--- src/hw/rtl/trd_pkg.sv ---
`timescale 1ns / 1ps
package trd_pkg;
  localparam int DefWidth  = 64;
  localparam int DefHeight = 64;
  localparam int CoordW = 16;
  localparam int ZW     = 24;
  localparam int DepthW = 26;
  localparam int ColorW = 24;
  localparam int CountW = 13;
  localparam int EdgeW  = 36;
  localparam int ProdW  = 61;
  localparam int SumW   = 63;

  localparam logic [1:0] CMD_CLEAR  = 2'd0;
  localparam logic [1:0] CMD_DRAW   = 2'd1;
  localparam logic [1:0] CMD_READ   = 2'd2;
  localparam logic [1:0] CMD_UNUSED = 2'd3;

  localparam logic signed [DepthW-1:0] DEPTH_FAR = 26'sd33554431;
  localparam logic [CountW-1:0] COUNT_MAX = 13'd8191;

  // one request as it crosses from the front to the back
  typedef struct packed {
    logic [1:0]               cmd;
    logic signed [CoordW-1:0] x0, y0, x1, y1, x2, y2;
    logic [ZW-1:0]            z0, z1, z2;
    logic [ColorW-1:0]        color;
    logic [ZW-1:0]            bias;
    logic                     zero_area;
  } req_t;
endpackage

--- src/hw/rtl/trd_div.sv ---
`timescale 1ns / 1ps
// Restoring divider, one quotient bit per cycle. Quotient fits in 24 bits
// because the dividend is below area * 2^24.
module trd_div (
  input  logic                      clk,
  input  logic                      rst_n,
  input  logic                      start,
  input  logic [trd_pkg::SumW-1:0]  dividend,
  input  logic [trd_pkg::EdgeW-1:0] divisor,
  output logic                      busy,
  output logic [trd_pkg::ZW-1:0]    quotient
);
  localparam int RW = trd_pkg::EdgeW + 1;
  logic [trd_pkg::SumW-1:0]  num_r, num_nxt;
  logic [RW-1:0]             rem_r, rem_nxt;
  logic [trd_pkg::EdgeW-1:0] den_r;
  logic [5:0]                step_r;
  logic [RW-1:0]             trial;

  assign busy     = (step_r != 6'd0);
  assign quotient = num_r[trd_pkg::ZW-1:0];

  // shift one bit, subtract when it fits
  always_comb begin
    trial   = {rem_r[RW-2:0], num_r[trd_pkg::SumW-1]};
    num_nxt = {num_r[trd_pkg::SumW-2:0], 1'b0};
    rem_nxt = trial;
    if (trial >= {1'b0, den_r}) begin
      rem_nxt    = trial - {1'b0, den_r};
      num_nxt[0] = 1'b1;
    end
  end

  always_ff @(posedge clk) begin
    if (!rst_n) begin
      step_r <= 6'd0;
    end else if (start) begin
      step_r <= 6'(trd_pkg::SumW);
    end else if (busy) begin
      step_r <= step_r - 6'd1;
    end
  end

  always_ff @(posedge clk) begin
    if (start) begin
      num_r <= dividend;
      rem_r <= '0;
      den_r <= divisor;
    end else if (busy) begin
      num_r <= num_nxt;
      rem_r <= rem_nxt;
    end
  end
endmodule

--- config.mk ---
export PLATFORM = sky130hd
export DESIGN_NAME = trd_div
export DESIGN_NICKNAME = d
export VERILOG_FILES = /design/src/hw/rtl/trd_pkg.sv /design/src/hw/rtl/trd_div.sv
export SDC_FILE = /design/constraint.sdc
export NUM_CORES = 1
export LEC_CHECK = 0
export BUFFER_PORTS_ARGS = -buffer_cell sky130_fd_sc_hd__buf_2
export CAP_MARGIN = 20
export CORE_MARGIN = 8
export CORE_UTILIZATION = 58
export DETAILED_ROUTE_END_ITERATION = 6
export GPL_ROUTABILITY_DRIVEN = 0
export HOLD_SLACK_MARGIN = 0.03
export PLACE_DENSITY_LB_ADDON = 0.15
export SLEW_MARGIN = 20
export SYNTH_ARGS = -nofsm -noshare
export SYNTH_HDL_FRONTEND = slang
export SYNTH_SLANG_ARGS = --single-unit
--- constraint.sdc ---
create_clock -name clk -period 3.7 [get_ports clk]
set_input_delay 1.11 -clock clk [delete_from_list [all_inputs] [get_ports clk]]
set_output_delay 1.11 -clock clk [all_outputs]
set_load 0.05 [all_outputs]
==> results of run 1 <==
## cells by family (layout without fill, tap and decap cells)
kind of cell	count (synthesis)	count (layout)	share of synthesized area, %
and+or+nand+nor	212	212	11.9
adders and majority gates	38	38	5.96
AOI/OAI and AO/OA	190	190	15.7
xor gates and xnor gates	27	27	2.92
DFF	141	141	47.1
buffers and inverters	115	214	6.73
muxes	70	70	9.68
other	0	1	0
## final timing paths
kind / start / end / slack (ns) / depth (start not counted)
hold reg to reg: rem_r[2] / rem_r[2] / 0.47 / 2
setup reg to reg: num_r[62] / rem_r[30] / 0.49 / 13
setup / recovery: num_r[62] / rem_r[30] / 0.49 / 13
hold / removal: rem_r[2] / rem_r[2] / 0.47 / 2
## per-layer routing
| layer | routed length, um | share of wire (%) |
|---|---|---|
| met1 | 7850 | 44 |
| met2 | 7990 | 45 |
| met3 | 1480 | 8.4 |
| met4 | 320 | 1.8 |
| met5 | 0 | 0 |
## metrics by stage
step                      area, um^2  setup slack [ns]  util, %
final                           9250             0.488     67.2
after global routing            9250             0.312     67.1
after CTS                       9250             0.494     67.1
after detailed placement        8700             0.506     63.2
after global placement          8700             0.621     63.2
after floorplan                 8110             0.279        -
## sequential cells by signal (all words and copies together) (netlist names)
name and flops:
num_r 63, step_r 6, rem_r 36, den_r 36
## worst reg2reg max path, cell delays in order, from the launching register on
cell,delay (ns)
sky130_fd_sc_hd__edfxtp_1,0.38
sky130_fd_sc_hd__inv_1,0.08
sky130_fd_sc_hd__ha_1,0.15
sky130_fd_sc_hd__inv_1,0.05
sky130_fd_sc_hd__fa_1,0.40
sky130_fd_sc_hd__a21oi_1,0.21
sky130_fd_sc_hd__o21ai_0,0.17
sky130_fd_sc_hd__a211oi_2,0.27
sky130_fd_sc_hd__buf_4,0.20
sky130_fd_sc_hd__o311ai_4,0.14
sky130_fd_sc_hd__o311ai_2,0.24
sky130_fd_sc_hd__mux2_1,0.35
sky130_fd_sc_hd__a221o_1,0.36
sky130_fd_sc_hd__nor3_2,0.14
## power by group through the flow
| stage | clock network [mW] | logic (mW) | registers (mW) |
|---|---|---|---|
| after floorplan | 0 | 2.35 | 2.20 |
| after global placement | 0 | 2.81 | 2.24 |
| after detailed placement | 0 | 2.87 | 2.25 |
| after CTS | 1.62 | 2.89 | 2.23 |
| after global routing | 1.68 | 3.24 | 2.27 |
| final | 1.59 | 2.91 | 2.23 |
## layout by cell type (no fill, tap or decap), drive strengths merged, types with 6 or more instances in the layout
| cell | n |
|---|---|
| o211ai | 7 |
| dfxtp | 42 |
| a21oi | 54 |
| xnor2 | 15 |
| inv | 48 |
| nand3 | 16 |
| o211a | 6 |
| mux2 | 67 |
| edfxtp | 99 |
| or3 | 6 |
| nand4 | 12 |
| nand2 | 75 |
| nor2 | 65 |
| clkbuf | 22 |
| a211oi | 14 |
| a21o | 12 |
| a31oi | 8 |
| ha | 37 |
| xor2 | 12 |
| buf | 135 |
| a311oi | 15 |
| nor3 | 19 |
| o21ai | 40 |
## area by class of cell
type | count | area [um^2]
Antenna cell | 1 | 2.50
Clock buffer | 22 | 454
Clock inverter | 10 | 93.8
Fill cell | 1114 | 4520
Inverter | 47 | 176
Multi-Input combinational cell | 537 | 3760
Sequential cell | 141 | 3810
Tap cell | 180 | 225
Timing Repair Buffer | 135 | 726
==> qor.json, run 1 <==
{
  "clock_power_share_pct": 23.6,
  "maxSlewViolCount": 0,
  "syn-instance-count": 793,
  "p_leak_nw": 3.96,
  "synth-edff-count": 99,
  "drc_errors": 0,
  "power_report.internal_total_mw": 4.11,
  "synth.cell_area_um2": 8110,
  "synth.ff_latch_count": 141,
  "vias_per_cell": 5.79,
  "layout-area-overhead-vs-synth_pct": 14.1,
  "floorplan.die.height_um": 134,
  "clock_tree.buffer_depth": 2,
  "power.combinational.fraction_pct": 43.3,
  "grt_antenna_before_repair": 0,
  "final.setup.tns_ns": 0,
  "worst_slew_margin_rel_pct": 57.9,
  "placement.io_buffers": 126,
  "timing.critical_path.from_type": "flop",
  "worst_ep_arrival_time_ns": 3.56,
  "synth_most_common_cell": "sky130_fd_sc_hd__edfxtp_1",
  "cts.sinks": 141,
  "hold_buffers": 0,
  "grt_first_pass_wirelength_mm": 29.5,
  "worst_hold_slack_ns": 0.473,
  "area_fraction_of_the_dominant_cell_type_after_synthesis_pct": 36.7,
  "cp_slowest_stage_delay_ns": 0.40,
  "maxCapViolations": 0,
  "post_cts_setup_repair_buffer_count": 0,
  "timing.critical_path.required_ns": 4.05,
  "gr-max-usage-layer": "met2",
  "number_of_endpoints_failing_setup_at_the_final_stage": 0,
  "place_inst": 1040,
  "critPathBufInv": 3,
  "dp_hpwl_mm": 12.3,
  "hp-class": "flop to flop",
  "syn_avg_cell_area_um2": 10.2,
  "sequentialPowerShare_pct": 33.1,
  "timing.critical_path.slowest_stage_cell": "sky130_fd_sc_hd__fa_1",
  "crit_path_top_cell_by_count": "sky130_fd_sc_hd__inv_1",
  "power.density_cell_area_nw_per_um2": 728,
  "grtUsageMet2_pct": 30.8,
  "syn-num-nets": 933,
  "placeable_area_um2": 13800,
  "postRouteWirelength_mm": 17.6,
  "totalPowerFinal_mw": 6.73,
  "final.period_utilization_pct": 86.8,
  "cts_inserted_buffers": 17,
  "first_iter_violations": 533,
  "layout-drive-gt1-share_pct": 27.1,
  "timing.critical_path.cells": "inv_1, ha_1, inv_1, fa_1, a21oi_1, o21ai_0, a211oi_2, buf_4, o311ai_4, o311ai_2, mux2_1, a221o_1, nor3_2",
  "global_route.usage.met3_pct": 7.67,
  "number_of_nets_in_the_final_layout": 1019,
  "timing_worst_slew_pin_value_ns": 0.632,
  "crit_type": "flop to flop",
  "first_global_vias": 6306,
  "crit_family": "compound AO/OA/AOI/OAI gates",
  "cts.root.buffer_cell": "sky130_fd_sc_hd__clkbuf_16",
  "residual_overflow_from_global_routing": 0,
  "routed-via-count": 6210,
  "die-area_um2": 18000,
  "drt_pre_antenna_iters": 5,
  "synth.distinct_cells": 63,
  "final.setup_skew_ns": 0.0123,
  "post_dr_wirelength_cell_um": 16.4,
  "grt_usage_pct": 20.0,
  "grt_start_max_net_pins": 132,
  "ctsHtreeMaxLevel": 4,
  "async_reset_ff_share_pct": 0,
  "switching_power_mw": 2.63,
  "yosys_warnings": 0,
  "clk_latency_ns": 0.43,
  "rows": 43,
  "ys.flop_type": "sky130_fd_sc_hd__edfxtp_1",
  "initial_core_util_pct": 58.8,
  "final_cell_count_no_fill": 1073,
  "netSwitchingFraction_pct": 39.0,
  "post-synth-top-area-cell": "sky130_fd_sc_hd__edfxtp_1",
  "status": "completed",
  "fmaxAchievable_mhz": 311,
  "rsz0062_at_grt": "false",
  "tritoncts_clock_tree": "done",
  "ys_top_cells_by_count": "99 x sky130_fd_sc_hd__edfxtp_1, 75 x sky130_fd_sc_hd__nand2_1, 66 x sky130_fd_sc_hd__mux2_2",
  "period_needed_ns": 3.21,
  "hold_viol": 0,
  "worst_setup_path_end_kind": "flop",
  "die_span_in_x_um": 134,
  "ir_worst_vdd_mv": 0.422,
  "groute.layer.met1.usage_pct": 24.9,
  "clk_transition_reported_paths_ns": 0.06,
  "cts_resized": 0,
  "crit_fanout": 7,
  "seq_area_frac_synth_pct": 47.1,
  "count_of_antenna_violating_nets_left_after_detailed_routing": 0,
  "number_of_primary_i_o_pins": 127,
  "yosys-top-cells-area": "sky130_fd_sc_hd__edfxtp_1 37%, sky130_fd_sc_hd__dfxtp_1 10%, sky130_fd_sc_hd__mux2_2 9.2%"
}
No activity file was read; power rests on OpenSTA's default activity.
==> inputs of run 2 (changes only) <==
- PLACE_DENSITY: default -> 0.93
- PLACE_DENSITY_LB_ADDON: 0.15 -> default
==> run 2 against run 1 <==
Against the previous run:
- clock skew fell by 0.0013 ns
- hold slack improved by 0.0047 ns
- die area stayed put
- sequential cell count unchanged
- combinational power increased by 1%
- highest routed layer unchanged
- largest cell class unchanged
- global-route usage grew 1.9 points
- largest power group unchanged
- total power is 2.3% higher
- final area rose by 0.24%
- maximum frequency rose by 0.92%
==> qor.json, run 2 (synthesis results as in run 1) <==
{
  "cts.sinks": {"value": 141, "change": "unchanged"},
  "final_cell_count_no_fill": {"value": 1072, "change": "was 1073"},
  "post_dr_wirelength_cell": {"value": 18.0, "unit": "um", "change": "was 16.4 um"},
  "crit_fanout": {"value": 15, "change": "was 7"},
  "maxCapViolations": {"value": 0, "change": "unchanged"},
  "ir_worst_vdd": {"value": 0.550, "unit": "mV", "change": "was 0.422 mV"},
  "clk_transition_reported_paths": {"value": 0.06, "unit": "ns", "change": "about the same"},
  "initial_core_util": {"value": 58.8, "unit": "%", "change": "unchanged"},
  "cts_inserted_buffers": {"value": 17, "change": "unchanged"},
  "dp_hpwl": {"value": 13.6, "unit": "mm", "change": "was 12.3 mm"},
  "residual_overflow_from_global_routing": {"value": 0, "change": "unchanged"},
  "drt_pre_antenna_iters": {"value": 5, "change": "unchanged"},
  "vias_per_cell": {"value": 5.93, "change": "was 5.79"},
  "final.period_utilization": {"value": 86.0, "unit": "%", "change": "was 86.8%"},
  "timing.critical_path.slowest_stage_cell": {"value": "sky130_fd_sc_hd__or3_1", "change": "was sky130_fd_sc_hd__fa_1"},
  "place_inst": {"value": 1040, "change": "unchanged"},
  "number_of_nets_in_the_final_layout": {"value": 1019, "change": "unchanged"},
  "floorplan.die.height": {"value": 134, "unit": "um", "change": "unchanged"},
  "nFillCells": {"value": 1050, "change": "was 1114"},
  "worst_setup_path_end_kind": {"value": "flop", "change": "unchanged"},
  "final_common_cell": {"value": "sky130_fd_sc_hd__buf_2", "change": "unchanged"},
  "rows": {"value": 43, "change": "unchanged"},
  "count_of_antenna_violating_nets_left_after_detailed_routing": {"value": 0, "change": "unchanged"},
  "grt_usage": {"value": 21.9, "unit": "%", "change": "was 20.0%"},
  "layout-area-overhead-vs-synth": {"value": 14.4, "unit": "%", "change": "was 14.1%"},
  "layout-drive-gt1-share": {"value": 27.4, "unit": "%", "change": "was 27.1%"},
  "die-area": {"value": 18000, "unit": "um^2", "change": "unchanged"},
  "postRouteWirelength": {"value": 19.3, "unit": "mm", "change": "was 17.6 mm"},
  "ctsHtreeMaxLevel": {"value": 4, "change": "unchanged"},
  "clock_power_share": {"value": 24.7, "unit": "%", "change": "was 23.6%"},
  "cp_slowest_stage_delay": {"value": 0.48, "unit": "ns", "change": "was 0.40 ns"},
  "rr_worst_depth": {"value": 10, "change": "was 13"},
  "drc_errors": {"value": 0, "change": "unchanged"},
  "power.combinational.fraction": {"value": 42.7, "unit": "%", "change": "was 43.3%"},
  "crit_type": {"value": "flop to flop", "change": "unchanged"},
  "hold_buffers": {"value": 0, "change": "unchanged"},
  "rsz0062_at_grt": {"value": "false", "change": "unchanged"},
  "routed-via-count": {"value": 6359, "change": "was 6210"},
  "final.setup.tns": {"value": 0, "unit": "ns", "change": "unchanged"},
  "power_report.internal_total": {"value": 4.18, "unit": "mW", "change": "was 4.11 mW"},
  "first_global_vias": {"value": 6276, "change": "was 6306"},
  "placeable_area": {"value": 13800, "unit": "um^2", "change": "unchanged"},
  "timing.critical_path.from_type": {"value": "flop", "change": "unchanged"},
  "timing.rr.start": {"value": "den_r[11]", "change": "was num_r[62]"},
  "largest_register_ffs": {"value": 63, "change": "unchanged"},
  "grt_start_max_net_pins": {"value": 132, "change": "unchanged"},
  "worst_hold_slack": {"value": 0.477, "unit": "ns", "change": "was 0.473 ns"},
  "hold_path_startpoint": {"value": "rem_r[14]", "change": "was rem_r[2]"},
  "netSwitchingFraction": {"value": 39.3, "unit": "%", "change": "was 39.0%"},
  "timing.critical_path.cells": {"value": "inv_1, ha_1, nand2_1, nor4_1, o21ai_0, a311oi_1, or3_1, buf_4, nand2_1, a311oi_1", "change": "was inv_1, ha_1, inv_1, fa_1, a21oi_1, o21ai_0, a211oi_2, buf_4, o311ai_4, o311ai_2, mux2_1, a221o_1, nor3_2"},
  "cts_resized": {"value": 0, "change": "unchanged"},
  "number_of_primary_i_o_pins": {"value": 127, "change": "unchanged"},
  "first_iter_violations": {"value": 544, "change": "was 533"},
  "tritoncts_clock_tree": {"value": "done", "change": "unchanged"},
  "power.density_cell_area": {"value": 743, "unit": "nW/um^2", "change": "was 728 nW/um^2"},
  "sequentialPowerShare": {"value": 32.6, "unit": "%", "change": "was 33.1%"},
  "holdPathEnd": {"value": "rem_r[14]", "change": "was rem_r[2]"},
  "grt_antenna_before_repair": {"value": 0, "change": "unchanged"},
  "largestRegisters": {"value": "num_r (63), den_r (36), rem_r (36)", "change": "unchanged"},
  "timing.rr.end": {"value": "rem_r[1]", "change": "was rem_r[30]"},
  "worst_slew_margin_rel": {"value": 46.8, "unit": "%", "change": "was 57.9%"},
  "antennaDiodeCount": {"value": 0, "change": "was 1"},
  "timing.critical_path.required": {"value": 4.00, "unit": "ns", "change": "was 4.05 ns"},
  "timing_worst_slew_pin_value": {"value": 0.799, "unit": "ns", "change": "was 0.632 ns"},
  "worst_ep_arrival_time": {"value": 3.48, "unit": "ns", "change": "was 3.56 ns"},
  "p_leak": {"value": 3.97, "unit": "nW", "change": "was 3.96 nW"},
  "multi_input_area": {"value": 3760, "unit": "um^2", "change": "unchanged"},
  "switching_power": {"value": 2.71, "unit": "mW", "change": "was 2.63 mW"},
  "layout.area.seq": {"value": 3810, "unit": "um^2", "change": "unchanged"},
  "period_needed": {"value": 3.18, "unit": "ns", "change": "was 3.21 ns"},
  "fmaxAchievable": {"value": 314, "unit": "MHz", "change": "was 311 MHz"},
  "number_of_endpoints_failing_setup_at_the_final_stage": {"value": 0, "change": "unchanged"},
  "die_span_in_x": {"value": 134, "unit": "um", "change": "unchanged"},
  "reg2reg_slack": {"value": 0.52, "unit": "ns", "change": "was 0.49 ns"},
  "commonest_cells_after_routing_fill_and_taps_aside": {"value": "125 x sky130_fd_sc_hd__buf_2, 99 x sky130_fd_sc_hd__edfxtp_1, 74 x sky130_fd_sc_hd__nand2_1", "change": "unchanged"},
  "final.setup_skew": {"value": 0.0111, "unit": "ns", "change": "was 0.0123 ns"},
  "clk_latency": {"value": 0.43, "unit": "ns", "change": "about the same"},
  "top_register": {"value": "num_r", "change": "unchanged"},
  "cts.root.buffer_cell": {"value": "sky130_fd_sc_hd__clkbuf_16", "change": "unchanged"},
  "status": {"value": "completed", "change": "unchanged"},
  "hold_viol": {"value": 0, "change": "unchanged"},
  "grt_first_pass_wirelength": {"value": 31.8, "unit": "mm", "change": "was 29.5 mm"},
  "maxSlewViolCount": {"value": 0, "change": "unchanged"},
  "clock_tree.buffer_depth": {"value": 2, "change": "unchanged"},
  "hp-class": {"value": "flop to flop", "change": "unchanged"},
  "placement.io_buffers": {"value": 126, "change": "unchanged"},
  "post_cts_setup_repair_buffer_count": {"value": 0, "change": "unchanged"},
  "timing.hold.worst_path_depth": {"value": 2, "change": "unchanged"}
}
[run 2: cell types whose count changed in the layout (fill, tap and decap cells not counted), sizes merged]
cell / previous run / this run
diode: 1 / 0
bufinv: 1 / 2
inv: 48 / 49
clkinvlp: 3 / 4
clkinv: 5 / 4
clkbuf: 22 / 20
[run 2: per-stage QoR]
| step | cell area (um^2) | power [mW] | util (%) | setup WS [ns] |
|---|---|---|---|---|
| 4_1_cts | 9270 | 6.87 | 67.3 | 0.583 |
| 3_5_place_dp | 8690 | 5.15 | 63.1 | 0.634 |
| 5_1_grt | 9270 | 7.34 | 67.3 | 0.227 |
| 2_1_floorplan | 8110 | 4.55 | - | 0.279 |
| 3_3_place_gp | 8690 | 5.06 | 63.1 | 0.668 |
| 6_report | 9270 | 6.89 | 67.3 | 0.518 |
[run 2: area by class of cell]
cell class                      instances  share of cell area [%]
Tap cell                              180                    2.43
Clock buffer                           20                    4.82
Timing Repair Buffer                  135                    7.69
Sequential cell                       141                    41.1
Multi-Input combinational cell        537                    40.5
Inverter                               47                    1.90
Clock inverter                         12                    1.50
[run 2: power groups by stage]
stage,registers [mW],clock network (mW),logic [mW]
finish,2.25,1.70,2.95
floorplan,2.20,0,2.35
detailed placement,2.27,0,2.88
global route,2.28,1.79,3.27
global placement,2.25,0,2.81
CTS,2.24,1.72,2.91
[run 2: how the worst max path moves through the flow]
stage | start | end | slack (ns) | depth (start not counted)
after global routing | den_r[12] | rem_r[1] | 0.23 | 10
after floorplan | start | num_r[0] | 0.28 | 4
after CTS | den_r[11] | rem_r[1] | 0.58 | 10
after detailed placement | num_r[62] | rem_r[30] | 0.63 | 12
final | den_r[11] | rem_r[1] | 0.52 | 10
after global placement | num_r[62] | rem_r[30] | 0.67 | 12
[run 2: layer usage]
| metal | routed length (um) | vias up | global-route usage, % |
|---|---|---|---|
| met3 | 1850 | 32 | 8.04 |
| met4 | 270 | 0 | 6.49 |
| met5 | 0 | - | 0 |
| li1 | - | 3066 | - |
| met2 | 9120 | 284 | 35.2 |
| met1 | 8060 | 2977 | 26.9 |
[run 2: critical path, delay by kind of cell, from the launching register on]
| kind | cells | cell delay [ns] |
|---|---|---|
| DFF | 1 | 0.32 |
| adders and majority gates | 1 | 0.38 |
| buffers and inverters | 2 | 0.36 |
| AOI/OAI and AO/OA | 3 | 0.95 |
| and+or+nand+nor | 4 | 1.04 |
